[src/rtl/irt_ram.sv]
// ----------------------------------------------------------------------------
// irt_ram
// Generic single-port-write, single-port-read RAM with registered read.
// ----------------------------------------------------------------------------
module irt_ram #(
    parameter int WIDTH = 8,
    parameter int DEPTH = 16
) (
    input  logic                     aclk,
    input  logic                     we,
    input  logic [$clog2(DEPTH)-1:0] waddr,
    input  logic [WIDTH-1:0]         wdata,
    input  logic [$clog2(DEPTH)-1:0] raddr,
    output logic [WIDTH-1:0]         rdata
);

    logic [WIDTH-1:0] mem [DEPTH];

    always_ff @(posedge aclk) begin
        if (we) begin
            mem[waddr] <= wdata;
        end
        rdata <= mem[raddr];
    end

endmodule

[config.mk]
export PLATFORM = sky130hd
export DESIGN_NAME = irt_ram
export DESIGN_NICKNAME = d
export VERILOG_FILES = /design/src/rtl/irt_ram.sv
export SDC_FILE = /design/constraint.sdc
export NUM_CORES = 1
export LEC_CHECK = 0
export ABC_AREA = 1
export BUFFER_PORTS_ARGS = -buffer_cell sky130_fd_sc_hd__clkbuf_2
export CORE_ASPECT_RATIO = 0.5
export CORE_MARGIN = 2
export CORE_UTILIZATION = 60
export DETAILED_ROUTE_END_ITERATION = 6
export MAX_ROUTING_LAYER = met4
export PLACE_DENSITY = 0.78
export SLEW_MARGIN = 20
export SYNTH_ARGS = -nofsm -noshare
export SYNTH_HDL_FRONTEND = slang
export SYNTH_SLANG_ARGS = --single-unit
export TNS_END_PERCENT = 100
[constraint.sdc]
create_clock -name aclk -period 1.7 [get_ports aclk]
set_clock_uncertainty 0.15 [all_clocks]
set_input_delay 0.34 -clock aclk [delete_from_list [all_inputs] [get_ports aclk]]
set_output_delay 0.34 -clock aclk [all_outputs]
set_load 0.01 [all_outputs]
# Yosys cells after proc, flatten, opt, wreduce, memory -nomap -nowiden
# Memories as Yosys holds them, arrays and structs flattened. A register that Yosys moved wholly into a read port is not among the register bits.
# Cells that the tools add are included.
[word_totals]
register_bits = 0
ram_bits = 128
in_bits = 18
out_inout_bits = 8
word_cells = 3
mem_count = 1
[mem_list]
columns = ["name", "depth", "width", "read_ports", "rd_clocked_by_memory_dff", "wr", "line", "rtl"]
rows = [
  ["mem", 16, 8, 1, 1, 1, "17", "logic [WIDTH-1:0] mem [DEPTH];"],
]
[op_classes]
mux = 2
[ops]
columns = ["operator", "n"]
rows = [
  ["$mux W1", 2],
]

# Longest topological paths before layout
# Gate-level depths: netlist of run 1.
[depth]
depth_word = 2
depth_mapped = 8
depth_no_buf = 7

# Worst setup path before layout of run 1
# Ideal clock, no wire load.
[synth_path]
path_kind = "input to register"
from = "input waddr[2]"
to = "memory mem[10][0], enable pin"
setup_time_ns = 0.370
arrival_ns = 0.921
required_time_ns = 1.180
path_slack_ns = 0.259
stages = 2
path_buffers = 0
cell_sequence = "nand3b_1 -> nor2_1"
[synth_rtl]
columns = ["item", "line", "rtl"]
rows = [
  ["start, declared", "11", "input logic [$clog2(DEPTH)-1:0] waddr,"],
  ["end, declared", "17", ""],
]
# Straight into the memory's write port.

# Final worst setup path of run 1
[layout_path]
from = "register rdata[4], read port of mem"
to = "output rdata[4]"
[layout_rtl]
columns = ["item", "line", "rtl"]
rows = [
  ["start, declared", "14", "output logic [WIDTH-1:0] rdata"],
]
# No word-level cell between the ends.

==> flow_summary.yaml, run 1 <==
outcome:
  status: "finished with violations"
  violations: "DRC"
clocking:
  root_buffer: "clkbuf_16"
  cts_num_sinks: 136
  tritoncts: "built"
  clock_path_buffers: 2
  clock_latency_ns: 0.41
  cts-htree-levels: 4
  cts_buffers: 17
  postCtsResizedCells: 0
  postCtsSetupBuffers: 0
  clk_pin_slew_ns: 0.05
  cts_hold_buffers: 0
power_and_ir_drop:
  powerDensity_mw_per_mm2: 1200
  peakVddDrop_mv: 0.764
  p_leak_nw: 2.99
  total_power_w: 0.00811
final_layout:
  nNetsFinal: 616
  regArea_mm2: 0.00400
  fill_cells: 612
  diodes: 0
  multi_input_comb_area_mm2: 0.00121
  drive_above_1_share_pct: 13.4
  syn_to_final_growth_pct: 17.3
yosys:
  synth_fp_nets: 569
  ys_types: 12
  synth_mux_area_share_pct: 0
  synth_commonest_cells: "nand2_1, edfxtp_1, inv_1, nand3_1, nor2_1"
  syn_inst: 551
  synthTopCellsByArea: "edfxtp_1, nand2_1, nand3_1"
  synth_simple_gate_area_share_pct: 21.0
  syn_avg_cell_area_um2: 10.5
  ys_ff_latch: 136
  synth_compound_area_share_pct: 0
  synthArstFlopShare_pct: 0
  synth_top_cell_area_share_pct: 66.7
  synth.cell_area_mm2: 0.00577
  synthXorXnorAreaFrac_pct: 0
  synth_top_area_cell: "edfxtp_1"
  synth_most_common_cell: "nand2_1"
  seq_area_frac_synth_pct: 69.4
  synth_edf_count: 128
  synthFlopType: "edfxtp_1"
  yosysWarnings: 0
  synthAdderAreaFrac_pct: 0
  synth_top_family_by_area: "simple AND/OR/NAND/NOR gates"
timing:
  hold_viol_final: 0
  maxSlewViolCount: 0
  final.min_clock_period_ns: 1.40
  rsz0062_at_grt: "no"
  max_freq_mhz: 713
  worst_pin_slew_ns: 0.440
  period_share_pct: 82.5
  relSlewSlack_pct: 70.7
  tns_ns: 0
  setup_viol: 0
floorplan:
  start_util_pct: 61.5
  io_pins: 26
  die_height_um: 73.3
  die_x_um: 143
  dieArea_mm2: 0.0105
  core-area_mm2: 0.00938
  rows: 25
route:
  antenna_left: 0
  wl_per_cell_um: 18.5
  drc: 3
  num_vias: 4104
  drt_wl_total_um: 13600
  via_per_inst: 5.61
  drtIter0Drc: 662
  first_pass_iters: 7
critical_path:
  crit_family: "flip-flops"
  worstPathArrival_ns: 0.91
  path_buf_inv: 1
  cp.required_ns: 1.21
  critPathKind: "reg2out"
  cp-start-kind: "flip-flop"
  cp-end-kind: "primary output"
  slowest_delay_ns: 0.36
  cp_cell_sequence: "clkbuf_2"
  crit_fanout: 1
  slowest_stage: "dfxtp_1"
job:
  cap_viol_max_count: 0
global_routing:
  grt_pass1_vias: 3761
  grt_overflow: 0
  met3_usage_pct: 7.37
  busiest_layer: "met2"
  grt_usage_pct: 29.0
  gr-usage-met2_pct: 44.0
  met1_usage_pct: 38.3
  grt_pass1_wl_um: 20600
  antenna_found_initial: 0
  grt_start_max_net_pins: 34
placement:
  io_buffers: 25
  dpl.hpwl_um: 8080
  gp_congestion: 0.875
worst_hold_path:
  hold_class: "in2reg"
## where the power goes
group          total (W)  internal, W  switching (W)
registers        0.00378      0.00375      0.0000256
clock network    0.00383      0.00256        0.00128
logic           0.000502     0.000154       0.000348
## through the flow
step / hold slack [ns] / util [%] / setup slack [ns] / cell area, µm² / cells
6_report: 0.235 / 72.1 / 0.298 / 6770 / 732
5_1_grt: 0.234 / 72.1 / 0.287 / 6770 / 732
4_1_cts: 0.223 / 72.1 / 0.299 / 6770 / 732
3_5_place_dp: 0.505 / 65.5 / 0.0790 / 6140 / 700
3_3_place_gp: 0.492 / 65.5 / 0.121 / 6140 / 700
2_1_floorplan: 0.289 / - / 0.259 / 5770 / 551
## final cells by class
| class | count | share of cell area, % |
|---|---|---|
| timing repair buffer | 52 | 5.77 |
| multi-input combinational | 289 | 17.9 |
| clock buffer | 23 | 7.06 |
| sequential | 136 | 59.2 |
| clock inverter | 9 | 2.16 |
| tap | 121 | 2.24 |
| inverter | 102 | 5.66 |
## registers in the layout (all words and copies together) (netlist names)
signal / count
rdata: 8
mem: 128
## metal layers
| layer | vias up | wire length (µm) | part of all wire [%] |
|---|---|---|---|
| li1 | 1872 | - | - |
| met1 | 1964 | 5430 | 40 |
| met2 | 236 | 6320 | 47 |
| met3 | 32 | 1480 | 11 |
| met4 | 0 | 330 | 2.4 |
| met5 | - | 0 | 0 |
## cell families (layout without fill, tap and decap cells)
group                  count (synthesis)  count (layout)
buffers and inverters                126             186
AND/OR/NAND/NOR                      289             289
flip-flops                           136             136
## placed cells by master (no fill, tap or decap)
master | netlist | layout
buf_12 | 0 | 5
buf_4 | 4 | 22
bufinv_16 | 0 | 4
clkbuf_1 | 0 | 3
clkbuf_16 | 0 | 17
clkbuf_2 | 0 | 25
clkbuf_8 | 0 | 3
clkinv_1 | 0 | 1
clkinv_2 | 0 | 3
clkinvlp_4 | 0 | 1
dfxtp_1 | 8 | 8
edfxtp_1 | 128 | 128
inv_1 | 100 | 100
inv_2 | 2 | 2
nand2_1 | 173 | 173
nand3_1 | 97 | 97
nand3b_1 | 2 | 2
nor2_1 | 17 | 17
## worst register-to-register path, cell delays in order, from the launching register on
cell      delay, ns
edfxtp_1       0.38
inv_1          0.06
nand2_1        0.04
nand3_1        0.11
nand3_1        0.15
nand3_1        0.18
nand2_1        0.08
## path summary, 6_finish.rpt
check / from / endpoint / slack [ns] / depth (start not counted)
worst max-delay path: rdata[4] / rdata[4] / 0.30 / 1
worst min-delay path: raddr[3] / rdata[5] / 0.24 / 4
worst max register to register: mem[5][0] / rdata[0] / 0.43 / 6
worst min register to register: mem[10][7] / rdata[7] / 0.52 / 6
(Power assumes the default switching activity.)
==> run 2: changes to the inputs <==
--- a/config.mk
+++ b/config.mk
@@ -5,7 +5,7 @@
 export SDC_FILE = /design/constraint.sdc
 export NUM_CORES = 1
 export LEC_CHECK = 0
-export ABC_AREA = 1
+export ABC_AREA = 0
 export BUFFER_PORTS_ARGS = -buffer_cell sky130_fd_sc_hd__clkbuf_2
 export CORE_ASPECT_RATIO = 0.5
 export CORE_MARGIN = 2
==> constraint.sdc (replaced) <==
create_clock -name aclk -period 1.38 [get_ports aclk]
set_clock_uncertainty 0.15 [all_clocks]
set_input_delay 0.276 -clock aclk [delete_from_list [all_inputs] [get_ports aclk]]
set_output_delay 0.276 -clock aclk [all_outputs]
set_load 0.01 [all_outputs]
==> run 2 against run 1 <==
  * The flow finishes with violations (setup timing)
  * Worst setup slack got worse by 0.40 ns
  * Combinational power increased by 17%
  * Largest cell class unchanged
  * First-iteration DRC count decreased by 37%
==> flow_summary.yaml, run 2 <==
floorplan:
  start_util_pct: 63.0
  rows: 23
  dieArea_mm2: 0.00938
  core-area_mm2: 0.00817
  io_pins: 26
  die_x_um: 135
  die_height_um: 69.5
yosys:
  ys_ff_latch: 136
  synthArstFlopShare_pct: 0
  ys_types: 19
  seq_area_frac_synth_pct: 77.8
  synth_most_common_cell: "edfxtp_1"
  synth_edf_count: 128
  synth_fp_nets: 247
  syn_inst: 229
  synth_top_cell_area_share_pct: 74.7
  syn_avg_cell_area_um2: 22.5
  synth_commonest_cells: "edfxtp_1, mux4_2, a22oi_1, mux4_1, nor2_1"
  synth_top_area_cell: "edfxtp_1"
  synthTopCellsByArea: "edfxtp_1, mux4_2, mux4_1"
  synth.cell_area_mm2: 0.00515
  synthFlopType: "edfxtp_1"
  yosysWarnings: 0
power_and_ir_drop:
  combPwrFrac_pct: 6.2
  internal_power_w: 0.00750
  powerDensity_mw_per_mm2: 1470
  peakVddDrop_mv: 1.15
  p_sw_share_pct: 20.4
  p_leak_nw: 2.17
  p_seq_share_pct: 49.4
  pwr-share-clk_pct: 44.4
  p_sw_w: 0.00193
critical_path:
  slowest_delay_ns: 0.49
  worstPathArrival_ns: 1.61
  slowest_stage: "mux4_2"
  crit_fanout: 1
  cp-start-kind: "flip-flop"
  crit_family: "multiplexers"
  path_buf_inv: 0
  critPathKind: "reg2reg"
  cp.required_ns: 1.51
  cp-end-kind: "flip-flop"
  cp_cell_sequence: "mux4_2 > a22oi_2 > nand2_1"
timing:
  maxSlewViolCount: 0
  period_share_pct: 107
  setup_slack_ns: -0.0978
  setup_viol: 8
  final.min_clock_period_ns: 1.48
  worst_pin_slew_ns: 1.04
  hold_viol_final: 0
  rsz0062_at_grt: "yes"
  tns_ns: -0.407
  relSlewSlack_pct: 30.7
  max_freq_mhz: 677
clocking:
  clock_latency_ns: 0.41
  cts_num_sinks: 136
  tritoncts: "built"
  clock_path_buffers: 2
  clk_pin_slew_ns: 0.06
  cts_buffers: 17
  cts-htree-levels: 4
  root_buffer: "clkbuf_16"
placement:
  placed_cells: 389
  gp_congestion: 0.804
  dpl.hpwl_um: 6640
  io_buffers: 25
route:
  num_vias: 2712
  wl_per_cell_um: 26.3
  first_pass_iters: 5
  drt_wl_total_um: 11300
  via_per_inst: 6.28
  drc: 0
  drtIter0Drc: 418
  antenna_left: 0
global_routing:
  grt_overflow: 0
  grt_pass1_wl_um: 17200
  grt_start_max_net_pins: 22
  antenna_found_initial: 0
  grt_pass1_vias: 2793
  grt_usage_pct: 27.9
final_layout:
  fill_cells: 406
  final_util_pct: 78.5
  layout_commonest_cell: "edfxtp_1"
  largest_register_ffs: 128
  layout_common_cells: "edfxtp_1, buf_4, mux4_2"
  nNetsFinal: 325
  regMostFlops: "mem"
  syn_to_final_growth_pct: 24.6
  reg_top3: "mem: 128 flops, rdata: 8 flops"
  final_cells: 432
  diodes: 0
  drive_above_1_share_pct: 46.3
worst_hold_path:
  hold_class: "in2reg"
job:
  cap_viol_max_count: 0
outcome:
  status: "finished with violations"
  violations: "setup timing"
## run 2: path summary, 6_finish.rpt
check	startpoint	end	slack, ns	cells after the start
setup / recovery	mem[11][3]	rdata[3]	-0.1	3
hold / removal	wdata[2]	mem[7][2]	0.17	1
setup reg to reg	mem[11][3]	rdata[3]	-0.1	3
hold reg to reg	mem[14][7]	rdata[7]	0.54	3
## run 2: per-layer routing
metal | routed length (µm) | vias to the layer above | share of wire [%] | GRT usage [%]
li1 | - | 1120 | - | -
met1 | 4510 | 1413 | 40 | 37.9
met2 | 5420 | 161 | 48 | 40.3
met3 | 1190 | 18 | 10 | 9.58
met4 | 233 | 0 | 2.1 | 9.72
met5 | 0 | - | 0 | -
## run 2: worst register-to-register path: stages (launching register included)
cell and delay, ns:
edfxtp_1 0.36, mux4_2 0.49, a22oi_2 0.26, nand2_1 0.09
## run 2: stage by stage
step	cell area (µm²)	hold slack [ns]	setup slack (ns)	power, W
6_report	6410	0.171	-0.0978	0.00943
5_1_grt	6410	0.174	-0.142	0.00968
4_1_cts	6340	0.152	-0.101	0.00943
3_5_place_dp	5720	0.514	-0.483	0.00525
3_3_place_gp	5720	0.513	-0.463	0.00523
2_1_floorplan	5200	0.225	-0.179	0.00500
## run 2: layout make-up
type / count / area [µm²] / share of cell area [%]
clock buffers: 20 / 437 / 6.81
repair buffers: 69 / 593 / 9.25
clock inverters: 12 / 109 / 1.70
well taps: 112 / 140 / 2.19
flip-flops and latches: 136 / 4000 / 62.4
multi-input cells: 83 / 1130 / 17.6
## run 2: logic make-up (layout without fill, tap and decap cells)
kind of cell | Yosys count | in the layout | share of synthesized area [%]
flops | 136 | 136 | 77.8
simple gates | 35 | 35 | 3.18
mux | 32 | 32 | 15.0
compound gates | 16 | 16 | 2.33
buf+inv | 10 | 101 | 1.68
## run 2: repair_timing
action                     4_1_cts  5_1_grt
buffers inserted                 4        7
hold buffers                     0        0
setup endpoints to repair        8        9
resized for setup                8        4
pin swaps                        3        2
## run 2: power by group through the flow
stage,sequential [W],clock [W],combinational [W]
after detailed placement,0.00474,0,0.000517
final,0.00465,0.00419,0.000586
after global placement,0.00473,0,0.000500
after global routing,0.00466,0.00440,0.000620
after floorplan,0.00474,0,0.000267
after CTS,0.00465,0.00422,0.000558
